$ cat src/hw/rtl/bnlj_pkg.sv
package bnlj_pkg;

   // field widths fixed by the record format
   localparam int KEY_W   = 32;
   localparam int REF_W   = 32;
   localparam int CMD_W   = 2;
   localparam int LIMIT_W = 6;

   // default block depth and limit register reset value
   localparam int             BLOCK_ENTRIES_DEF = 32;
   localparam logic [LIMIT_W-1:0] LIMIT_RESET   = 6'd32;

   // command codes on the request channel
   localparam logic [CMD_W-1:0] CMD_LOAD  = 2'd0;
   localparam logic [CMD_W-1:0] CMD_PROBE = 2'd1;
   localparam logic [CMD_W-1:0] CMD_CLEAR = 2'd2;

   // result kinds
   localparam logic KIND_ROW    = 1'b0;
   localparam logic KIND_REJECT = 1'b1;

   // work handed from front to back
   typedef enum logic [1:0] {
      OP_WRITE,
      OP_REJECT,
      OP_PROBE
   } op_type;

   localparam int OP_W = 2;

   // back-end sequencer states
   typedef enum logic {
      ST_IDLE,
      ST_SCAN
   } state_type;

endpackage

$ cat src/hw/rtl/bnlj_queue.sv
module bnlj_queue #(
   parameter int WIDTH = 8
) (
   input  logic             clock,
   input  logic             reset,
   input  logic             push,
   input  logic [WIDTH-1:0] push_data,
   output logic             full,
   input  logic             pop,
   output logic [WIDTH-1:0] pop_data,
   output logic             empty
);

   // two-entry fifo
   logic [WIDTH-1:0] slot_ff [2];
   logic             wr_ptr_ff;
   logic             wr_ptr_in;
   logic             rd_ptr_ff;
   logic             rd_ptr_in;
   logic [1:0]       fill_ff;
   logic [1:0]       fill_in;
   logic             do_push;
   logic             do_pop;

   assign full     = (fill_ff == 2'd2);
   assign empty    = (fill_ff == 2'd0);
   assign pop_data = slot_ff[rd_ptr_ff];
   assign do_push  = push && !full;
   assign do_pop   = pop && !empty;

   // pointer and fill update
   always_comb begin
      wr_ptr_in = do_push ? !wr_ptr_ff : wr_ptr_ff;
      rd_ptr_in = do_pop ? !rd_ptr_ff : rd_ptr_ff;
      fill_in   = fill_ff;
      if (do_push && !do_pop) begin
         fill_in = fill_ff + 2'd1;
      end else if (do_pop && !do_push) begin
         fill_in = fill_ff - 2'd1;
      end
   end

   always_ff @(posedge clock) begin
      if (reset) begin
         wr_ptr_ff <= 1'b0;
         rd_ptr_ff <= 1'b0;
         fill_ff   <= 2'd0;
      end else begin
         wr_ptr_ff <= wr_ptr_in;
         rd_ptr_ff <= rd_ptr_in;
         fill_ff   <= fill_in;
      end
   end

   // payload slots
   always_ff @(posedge clock) begin
      if (do_push) begin
         slot_ff[wr_ptr_ff] <= push_data;
      end
   end

endmodule

$ cat src/hw/rtl/bnlj_front.sv
module bnlj_front #(
   parameter int BLOCK_ENTRIES = 32,
   parameter int CW = 6,
   parameter int QW = 136
) (
   input  logic                            clock,
   input  logic                            reset,
   input  logic                            req_valid,
   output logic                            req_stall,
   input  logic [bnlj_pkg::CMD_W-1:0]      req_cmd,
   input  logic signed [bnlj_pkg::KEY_W-1:0] req_join_key,
   input  logic [bnlj_pkg::REF_W-1:0]      req_name_ref,
   input  logic signed [bnlj_pkg::KEY_W-1:0] req_order_id,
   input  logic [bnlj_pkg::REF_W-1:0]      req_comment_ref,
   input  logic                            csr_valid,
   input  logic [bnlj_pkg::LIMIT_W-1:0]    csr_block_limit,
   output logic                            q_push,
   output logic [QW-1:0]                   q_push_data,
   input  logic                            q_full
);

   import bnlj_pkg::*;

   localparam int CMP_W = LIMIT_W + 1;
   localparam logic [CMP_W-1:0] MAX_LIM = CMP_W'(BLOCK_ENTRIES);

   logic [LIMIT_W-1:0] limit_ff;
   logic [CW-1:0]      count_ff;
   logic [CW-1:0]      count_in;
   logic [CMP_W-1:0]   eff_limit;
   logic               block_full;
   logic               accept;
   op_type             op;

   assign req_stall = q_full;
   assign accept    = req_valid && !q_full;

   // zero or oversized limit means the whole block
   always_comb begin
      if (limit_ff == '0 || CMP_W'(limit_ff) > MAX_LIM) begin
         eff_limit = MAX_LIM;
      end else begin
         eff_limit = CMP_W'(limit_ff);
      end
   end

   assign block_full = (CMP_W'(count_ff) >= eff_limit);

   // classify the beat and track the fill count
   always_comb begin
      count_in = count_ff;
      q_push   = 1'b0;
      op       = OP_PROBE;
      if (accept) begin
         unique case (req_cmd)
            CMD_LOAD: begin
               q_push = 1'b1;
               if (block_full) begin
                  op = OP_REJECT;
               end else begin
                  op       = OP_WRITE;
                  count_in = count_ff + CW'(1);
               end
            end
            CMD_PROBE: begin
               q_push = 1'b1;
               op     = OP_PROBE;
            end
            CMD_CLEAR: begin
               count_in = '0;
            end
            default: begin
               count_in = count_ff;
            end
         endcase
      end
   end

   // write entries carry the slot, probes carry the count to scan
   assign q_push_data = {OP_W'(op), count_ff, req_join_key, req_name_ref,
                         req_order_id, req_comment_ref};

   always_ff @(posedge clock) begin
      if (reset) begin
         count_ff <= '0;
         limit_ff <= LIMIT_RESET;
      end else begin
         count_ff <= count_in;
         if (csr_valid) begin
            limit_ff <= csr_block_limit;
         end
      end
   end

endmodule

$ cat src/hw/rtl/bnlj_back.sv
module bnlj_back #(
   parameter int BLOCK_ENTRIES = 32,
   parameter int CW = 6,
   parameter int QW = 136
) (
   input  logic                              clock,
   input  logic                              reset,
   input  logic [QW-1:0]                     q_pop_data,
   input  logic                              q_empty,
   output logic                              q_pop,
   output logic                              rsp_valid,
   input  logic                              rsp_stall,
   output logic                              rsp_kind,
   output logic signed [bnlj_pkg::KEY_W-1:0] rsp_match_key,
   output logic [bnlj_pkg::REF_W-1:0]        rsp_match_name_ref,
   output logic signed [bnlj_pkg::KEY_W-1:0] rsp_match_order_id,
   output logic [bnlj_pkg::REF_W-1:0]        rsp_match_comment_ref,
   output logic                              rsp_last
);

   import bnlj_pkg::*;

   localparam int AW = (BLOCK_ENTRIES > 1) ? $clog2(BLOCK_ENTRIES) : 1;

   // queue entry fields
   op_type             q_op;
   logic [OP_W-1:0]    q_op_bits;
   logic [CW-1:0]      q_cnt;
   logic [KEY_W-1:0]   q_key;
   logic [REF_W-1:0]   q_name;
   logic [KEY_W-1:0]   q_order;
   logic [REF_W-1:0]   q_comment;

   assign {q_op_bits, q_cnt, q_key, q_name, q_order, q_comment} = q_pop_data;
   assign q_op = op_type'(q_op_bits);

   // entry store
   logic [KEY_W-1:0] key_mem  [BLOCK_ENTRIES];
   logic [REF_W-1:0] name_mem [BLOCK_ENTRIES];
   logic [KEY_W-1:0] key_q_ff;
   logic [REF_W-1:0] name_q_ff;
   logic             mem_we;
   logic             rd_en;

   // sequencer and probe context
   state_type        state_ff, state_in;
   logic [CW-1:0]    rd_idx_ff, rd_idx_in;
   logic             dv_ff, dv_in;
   logic             pend_vld_ff, pend_vld_in;
   logic [REF_W-1:0] pend_name_ff, pend_name_in;
   logic             probe_load;
   logic [CW-1:0]    pr_cnt_ff;
   logic [KEY_W-1:0] pr_key_ff;
   logic [KEY_W-1:0] pr_order_ff;
   logic [REF_W-1:0] pr_comment_ff;
   logic             hit;

   // output register
   logic             out_vld_ff, out_vld_in;
   logic             out_load;
   logic             out_free;
   logic             o_kind_ff, o_kind_in;
   logic [KEY_W-1:0] o_key_ff, o_key_in;
   logic [REF_W-1:0] o_name_ff, o_name_in;
   logic [KEY_W-1:0] o_order_ff, o_order_in;
   logic [REF_W-1:0] o_comment_ff, o_comment_in;
   logic             o_last_ff, o_last_in;

   assign out_free = !out_vld_ff || !rsp_stall;
   assign hit      = dv_ff && (key_q_ff == pr_key_ff);

   // sequencer: writes, rejects and a one-entry-per-cycle probe scan that rsp_stall can hold
   always_comb begin
      state_in     = state_ff;
      rd_idx_in    = rd_idx_ff;
      dv_in        = dv_ff;
      pend_vld_in  = pend_vld_ff;
      pend_name_in = pend_name_ff;
      probe_load   = 1'b0;
      q_pop        = 1'b0;
      mem_we       = 1'b0;
      rd_en        = 1'b0;
      out_load     = 1'b0;
      o_kind_in    = KIND_ROW;
      o_key_in     = pr_key_ff;
      o_name_in    = pend_name_ff;
      o_order_in   = pr_order_ff;
      o_comment_in = pr_comment_ff;
      o_last_in    = 1'b0;
      unique case (state_ff)
         ST_IDLE: begin
            if (!q_empty) begin
               unique case (q_op)
                  OP_WRITE: begin
                     q_pop  = 1'b1;
                     mem_we = 1'b1;
                  end
                  OP_REJECT: begin
                     if (out_free) begin
                        q_pop        = 1'b1;
                        out_load     = 1'b1;
                        o_kind_in    = KIND_REJECT;
                        o_key_in     = q_key;
                        o_name_in    = q_name;
                        o_order_in   = '0;
                        o_comment_in = '0;
                        o_last_in    = 1'b1;
                     end
                  end
                  OP_PROBE: begin
                     q_pop       = 1'b1;
                     probe_load  = 1'b1;
                     rd_idx_in   = '0;
                     dv_in       = 1'b0;
                     pend_vld_in = 1'b0;
                     state_in    = ST_SCAN;
                  end
                  default: begin
                     q_pop = 1'b1;
                  end
               endcase
            end
         end
         ST_SCAN: begin
            if (!dv_ff && rd_idx_ff == pr_cnt_ff) begin
               // scan drained: flush the held row as the last one
               if (!pend_vld_ff) begin
                  state_in = ST_IDLE;
               end else if (out_free) begin
                  out_load    = 1'b1;
                  o_last_in   = 1'b1;
                  pend_vld_in = 1'b0;
                  state_in    = ST_IDLE;
               end
            end else if (!(hit && pend_vld_ff) || out_free) begin
               // a new hit pushes the held row out
               if (hit) begin
                  out_load     = pend_vld_ff;
                  pend_vld_in  = 1'b1;
                  pend_name_in = name_q_ff;
               end
               if (rd_idx_ff != pr_cnt_ff) begin
                  rd_en     = 1'b1;
                  rd_idx_in = rd_idx_ff + CW'(1);
                  dv_in     = 1'b1;
               end else begin
                  dv_in = 1'b0;
               end
            end
         end
         default: begin
            state_in = ST_IDLE;
         end
      endcase
      out_vld_in = out_load ? 1'b1 : (out_vld_ff && rsp_stall);
   end

   always_ff @(posedge clock) begin
      if (reset) begin
         state_ff    <= ST_IDLE;
         dv_ff       <= 1'b0;
         pend_vld_ff <= 1'b0;
         out_vld_ff  <= 1'b0;
         rd_idx_ff   <= '0;
      end else begin
         state_ff    <= state_in;
         dv_ff       <= dv_in;
         pend_vld_ff <= pend_vld_in;
         out_vld_ff  <= out_vld_in;
         rd_idx_ff   <= rd_idx_in;
      end
   end

   // payload registers
   always_ff @(posedge clock) begin
      pend_name_ff <= pend_name_in;
      if (probe_load) begin
         pr_cnt_ff     <= q_cnt;
         pr_key_ff     <= q_key;
         pr_order_ff   <= q_order;
         pr_comment_ff <= q_comment;
      end
      if (out_load) begin
         o_kind_ff    <= o_kind_in;
         o_key_ff     <= o_key_in;
         o_name_ff    <= o_name_in;
         o_order_ff   <= o_order_in;
         o_comment_ff <= o_comment_in;
         o_last_ff    <= o_last_in;
      end
   end

   // entry store: one write port, one registered read port
   always_ff @(posedge clock) begin
      if (mem_we) begin
         key_mem[q_cnt[AW-1:0]]  <= q_key;
         name_mem[q_cnt[AW-1:0]] <= q_name;
      end
      if (rd_en) begin
         key_q_ff  <= key_mem[rd_idx_ff[AW-1:0]];
         name_q_ff <= name_mem[rd_idx_ff[AW-1:0]];
      end
   end

   assign rsp_valid             = out_vld_ff;
   assign rsp_kind              = o_kind_ff;
   assign rsp_match_key         = o_key_ff;
   assign rsp_match_name_ref    = o_name_ff;
   assign rsp_match_order_id    = o_order_ff;
   assign rsp_match_comment_ref = o_comment_ff;
   assign rsp_last              = o_last_ff;

endmodule

$ cat src/hw/rtl/block_nested_loop_join.sv
// channel | dir | handshake          | beat
// req     | in  | req_valid/stall    | command, join key, name, order, comment
// rsp     | out | rsp_valid/stall    | kind, key, name, order, comment, last
// csr     | in  | csr_valid/ready    | block limit
//
// loads and rejects need no scan in the back end; clears never reach it.
// a probe scans the entry store one stored entry per cycle through its
// registered read port, unless a stalled rsp beat holds the scan.
// reset is synchronous; it empties the block and sets the limit to 32.
// a two-entry queue parts front and back; req_stall rises only when it is full,
// and a stalled rsp beat holds the scan once a second hit is waiting.
module block_nested_loop_join #(
   parameter int BLOCK_ENTRIES = bnlj_pkg::BLOCK_ENTRIES_DEF
) (
   input  logic                              clock,
   input  logic                              reset,
   input  logic                              req_valid,
   output logic                              req_stall,
   input  logic [bnlj_pkg::CMD_W-1:0]        req_cmd,
   input  logic signed [bnlj_pkg::KEY_W-1:0] req_join_key,
   input  logic [bnlj_pkg::REF_W-1:0]        req_name_ref,
   input  logic signed [bnlj_pkg::KEY_W-1:0] req_order_id,
   input  logic [bnlj_pkg::REF_W-1:0]        req_comment_ref,
   output logic                              rsp_valid,
   input  logic                              rsp_stall,
   output logic                              rsp_kind,
   output logic signed [bnlj_pkg::KEY_W-1:0] rsp_match_key,
   output logic [bnlj_pkg::REF_W-1:0]        rsp_match_name_ref,
   output logic signed [bnlj_pkg::KEY_W-1:0] rsp_match_order_id,
   output logic [bnlj_pkg::REF_W-1:0]        rsp_match_comment_ref,
   output logic                              rsp_last,
   input  logic                              csr_valid,
   output logic                              csr_ready,
   input  logic [bnlj_pkg::LIMIT_W-1:0]      csr_block_limit
);

   import bnlj_pkg::*;

   localparam int CW = $clog2(BLOCK_ENTRIES + 1);
   localparam int QW = OP_W + CW + 2 * KEY_W + 2 * REF_W;

   logic          q_push;
   logic [QW-1:0] q_push_data;
   logic          q_full;
   logic          q_pop;
   logic [QW-1:0] q_pop_data;
   logic          q_empty;

   assign csr_ready = 1'b1;

   // front: limit register, fill count, classification
   bnlj_front #(
      .BLOCK_ENTRIES(BLOCK_ENTRIES),
      .CW(CW),
      .QW(QW)
   ) u_front (
      .clock(clock),
      .reset(reset),
      .req_valid(req_valid),
      .req_stall(req_stall),
      .req_cmd(req_cmd),
      .req_join_key(req_join_key),
      .req_name_ref(req_name_ref),
      .req_order_id(req_order_id),
      .req_comment_ref(req_comment_ref),
      .csr_valid(csr_valid),
      .csr_block_limit(csr_block_limit),
      .q_push(q_push),
      .q_push_data(q_push_data),
      .q_full(q_full)
   );

   // work queue between front and back
   bnlj_queue #(
      .WIDTH(QW)
   ) u_queue (
      .clock(clock),
      .reset(reset),
      .push(q_push),
      .push_data(q_push_data),
      .full(q_full),
      .pop(q_pop),
      .pop_data(q_pop_data),
      .empty(q_empty)
   );

   // back: entry store, probe scan, result register
   bnlj_back #(
      .BLOCK_ENTRIES(BLOCK_ENTRIES),
      .CW(CW),
      .QW(QW)
   ) u_back (
      .clock(clock),
      .reset(reset),
      .q_pop_data(q_pop_data),
      .q_empty(q_empty),
      .q_pop(q_pop),
      .rsp_valid(rsp_valid),
      .rsp_stall(rsp_stall),
      .rsp_kind(rsp_kind),
      .rsp_match_key(rsp_match_key),
      .rsp_match_name_ref(rsp_match_name_ref),
      .rsp_match_order_id(rsp_match_order_id),
      .rsp_match_comment_ref(rsp_match_comment_ref),
      .rsp_last(rsp_last)
   );

endmodule

$ cat config.mk
export PLATFORM = sky130hd
export DESIGN_NAME = block_nested_loop_join
export DESIGN_NICKNAME = d
export VERILOG_FILES = /design/src/hw/rtl/bnlj_pkg.sv /design/src/hw/rtl/bnlj_queue.sv /design/src/hw/rtl/bnlj_front.sv /design/src/hw/rtl/bnlj_back.sv /design/src/hw/rtl/block_nested_loop_join.sv
export SDC_FILE = /design/constraint.sdc
export NUM_CORES = 2
export LEC_CHECK = 0
export BUFFER_PORTS_ARGS = -buffer_cell sky130_fd_sc_hd__buf_2
export CORE_UTILIZATION = 40
export CTS_CLUSTER_DIAMETER = 150
export DETAILED_ROUTE_END_ITERATION = 10
export PLACE_DENSITY = 0.62
export SYNTH_ARGS = -nofsm -noshare
export SYNTH_HDL_FRONTEND = slang
export SYNTH_SLANG_ARGS = --single-unit
$ cat constraint.sdc
create_clock -name clock -period 13.9 [get_ports clock]
set_clock_uncertainty 0.1 [all_clocks]
set_input_delay 0.695 -clock clock [delete_from_list [all_inputs] [get_ports clock]]
set_output_delay 0.695 -clock clock [all_outputs]
set_load 0.005 [all_outputs]
==> qor.txt <==
Vias/cell: 5.604
CTS tree: built
CTS sink count: 2,675
Post-DP HPWL: 124,900 um
Max-cap viol count: 0
Layout fillers: 20,470
WL final: 250,900 um
Largest net degree at the start of global routing: 148
Drt drc: 0
Sequential share of the synthesized area: 0.7973
Ys flop type: edfxtp_1
Worst path cell trace: buf_4, buf_4, buf_4, mux4_2, mux4_2, nand2_1, nand2_1
Reg2reg start: u_back.rd_idx_ff[0]$_SDFFE_PP0P_
Capturing point of the worst reg2reg path: u_back.name_q_ff[21]$_DFFE_PP_
Slew Viols, Final: 0
TritonCTS buffer count: 290
Worst path most repeated cell: buf_4
PortBufs: 272
Vias in the first global route: 47,780
Syn avg cell area: 23.72 um^2
Setup Total Neg Slack: 0 ps
R2R Setup Slk: 9120 ps
Reg2reg path depth: 7
Slew @ Worst Pin: 1153 ps
Full die area: 0.2530 mm^2
Power density cells: 166.4 mW/mm^2
Mapped Nets: 4,384
Fin crit share: 0.3436
WHS Path Cells: 3
Max Clock Freq: 0.2094 GHz
Leakage: 36.08 nW
Minimum clock period: 4777 ps
Area Overhead vs Synth: 15.76%
Min-Delay Path Class: input port to flop
Post-synth ARST share: 0
Synth Warn #: 0
Family with the most delay on the worst path: buffers and inverters
Clk Latency, worst-skew pair: 950 ps
Slew headroom: 0.2313
CTS H-Tree Depth: 5
Die Wd: 503.0 um
Outcome: finished clean
Library cells used by synthesis: 48
Total number of vias: 46,940
Crit end category: flop
CP max stage cell: buf_4
Total track usage: 0.1976
Crit Path Category: flop to flop
Final Wtd Congestion: 0.7530
Worst Hold Path EP: u_front.limit_ff[2]$_SDFFE_PP0P_
Die extent in y: 503.0 um
Peak supply drop: 92.90 uV
Hold_ws: 85.12 ps
Seq cells post-synth: 2,675
Final Setup Violations: 0
RSZ-0062 raised after global routing: false
DR WL/cell: 29.95 um
Starting DRT DRC Count: 5,553
Layout cells sized above 1: 0.3267
IO Pins: 274
CP Data Arrival Time: 5330 ps
Row count: 183
Initial Utilization: 0.4031
Synth Cell Area: 0.1004 mm^2
Reg clk slew, reported paths: 60 ps
Final #Nets: 4,991
Post-CTS sizing: 0
Antenna-violating nets left: 0
Gr ovfl total: 0
Final hold viol count: 0
Critical Path Max Stage Delay: 920 ps
Req. time, crit path: 14,460 ps
Initial antenna violation count: 6
Total iterations of the first detailed-routing run: 5
Critical Path Fanout Max: 49
Number of enable flip-flop cells after synthesis: 2,648
Longest Clk Path Bufs: 4
Hold_sp: csr_valid
Core area: 0.2491 mm^2
Setup crit start kind: flop
Post-synthesis cell count: 4,234
Global-route wire length before repair: 354,300 um
Worst Path Buf+Inv: 3
Root Driver: clkbuf_16
state kept, by name, indices dropped and copies added (netlist names), 2 cells and up, named ones only:
name,cells
u_back.pend_name_ff,32
u_back.pr_key_ff,32
u_back.key_mem,1024
u_back.pr_cnt_ff,6
u_back.name_mem,1024
u_back.pr_order_ff,32
u_queue.slot_ff,272
u_queue.fill_ff,2
u_back.rsp_match_comment_ref,32
u_back.pr_comment_ff,32
u_front.limit_ff,6
u_back.key_q_ff,32
u_back.rd_idx_ff,6
u_front.count_ff,6
u_back.rsp_match_name_ref,32
u_back.rsp_match_key,32
u_back.name_q_ff,32
u_back.rsp_match_order_id,32
worst max-delay path by stage:
stage / startpoint / endpoint / slack [ps] / depth (start not counted)
floorplan: req_valid / u_queue.slot_ff[0][0]$_DFFE_PP_ / 3030 / 2
global placement: u_back.rd_idx_ff[0]$_SDFFE_PP0P_ / u_back.name_q_ff[20]$_DFFE_PP_ / 8990 / 7
detailed placement: u_back.rd_idx_ff[0]$_SDFFE_PP0P_ / u_back.name_q_ff[20]$_DFFE_PP_ / 8950 / 7
CTS: u_back.rd_idx_ff[0]$_SDFFE_PP0P_ / u_back.name_q_ff[20]$_DFFE_PP_ / 8940 / 7
global route: u_back.rd_idx_ff[0]$_SDFFE_PP0P_ / u_back.name_q_ff[20]$_DFFE_PP_ / 8680 / 7
finish: u_back.rd_idx_ff[0]$_SDFFE_PP0P_ / u_back.name_q_ff[21]$_DFFE_PP_ / 9120 / 7
cell usage after synthesis, types with 3 or more instances:
library cell | count | area (um^2)
buf_2 | 43 | 215.2
ha_1 | 9 | 112.6
nor3_1 | 5 | 25.02
clkbuf_1 | 92 | 345.3
mux2_2 | 195 | 2196
nor4_1 | 10 | 62.56
buf_1 | 29 | 108.9
nand2_1 | 215 | 807.0
and2_1 | 65 | 406.6
nor2_1 | 61 | 229.0
nand4_1 | 6 | 37.54
mux4_2 | 640 | 14410
xor2_1 | 27 | 236.5
dfxtp_1 | 27 | 540.5
nand2b_1 | 7 | 43.79
nand3_1 | 16 | 80.08
buf_4 | 13 | 97.59
o21ai_0 | 9 | 45.04
inv_1 | 16 | 60.06
edfxtp_1 | 2648 | 79520
xnor2_1 | 16 | 140.1
buf_6 | 16 | 180.2
mux2i_1 | 12 | 120.1
a31oi_1 | 3 | 18.77
o311ai_0 | 3 | 26.28
or3_1 | 6 | 37.54
and3_1 | 4 | 25.02
o211ai_1 | 4 | 30.03
a21oi_1 | 11 | 55.05
final cells by class:
cell class              count  area, um^2  area share
diodes                      2       5.005  0.00004306
clock buffers             345        7559     0.06502
clock inverters           151        1199     0.01031
inverters                  16       77.57   0.0006674
multi-input cells        1350       19610      0.1687
flip-flops and latches   2675       80080      0.6889
well taps                3330        4167     0.03584
repair buffers            508        3546     0.03050
kinds of logic (layout without fill, tap and decap cells):
| logic type | Yosys count | in the layout | share of synthesized area |
|---|---|---|---|
| flip-flops | 2675 | 2675 | 0.7973 |
| multiplexers | 847 | 847 | 0.1666 |
| AND/OR/NAND/NOR | 405 | 405 | 0.01827 |
| buffers and inverters | 209 | 1020 | 0.01003 |
| AO/OA/AOI/OAI | 45 | 45 | 0.002928 |
| XOR/XNOR | 43 | 43 | 0.003751 |
| adder cells (fa/ha/maj) | 9 | 9 | 0.001121 |
| other | 1 | 3 | 0.00003734 |
power breakdown:
part           total, mW  internal [mW]  switching [mW]
clock network       7.23           4.17            3.06
registers           9.79           9.70          0.0894
logic               2.32          0.877            1.44
layout by cell type, fill, tap and decap left out, types with 6 or more instances in the layout:
master         Yosys  layout
mux2_2           195     195
mux4_2           640     640
inv_1             16      12
nor4_1            10      10
inv_6              0       6
nand2b_1           7       7
or3_1              6       6
dlygate4sd3_1      0     135
clkinv_1           0      55
dfxtp_1           27      21
o21ai_0            9       9
edfxtp_1        2648    2648
buf_4             13      95
xnor2_1           16      16
clkbuf_16          0     294
nand2_1          215     214
ha_1               9       9
clkbuf_1          92      50
nor2_4             0      32
buf_12             0       6
buf_2             43     272
and2_1            65      64
nand3_1           16      16
xor2_1            27      27
nand4_1            6       6
nor2_1            61      29
a21oi_1           11      11
clkinv_2           0      54
mux2i_1           12      12
clkinvlp_4         0      11
bufinv_16          0      16
through the flow:
step | power, mW | cells | cell area (um^2) | utilization | setup slack [ps]
2_1_floorplan | 11.54 | 4234 | 100400 | - | 3035
3_3_place_gp | 12.22 | 7744 | 106100 | 0.4260 | 8986
3_5_place_dp | 12.28 | 7744 | 106100 | 0.4260 | 8950
4_1_cts | 19.53 | 8375 | 116200 | 0.4666 | 8944
5_1_grt | 19.98 | 8376 | 116200 | 0.4666 | 8681
6_report | 19.34 | 8377 | 116200 | 0.4666 | 9123
timing repair:
action | 4_1_cts | 5_1_grt
endpoints found under the hold margin | 262 | 0
buffers inserted | 0 | 0
endpoints found under the setup margin | 0 | 0
hold buffers | 135 | 0
per-layer routing:
metal	track usage	vias up	share of wire
li1	-	19000	-
met1	0.2861	25610	0.43
met2	0.3129	2024	0.48
met3	0.03660	299	0.078
met4	0.04290	6	0.016
met5	0	-	0.00018
worst register-to-register path, delay by kind of cell (launching register included):
kind	cells	cell delay (ps)
muxes	2	1130
and+or+nand+nor	2	160
buffers and inverters	3	2660
DFF	1	490
(Power assumes the default switching activity.)
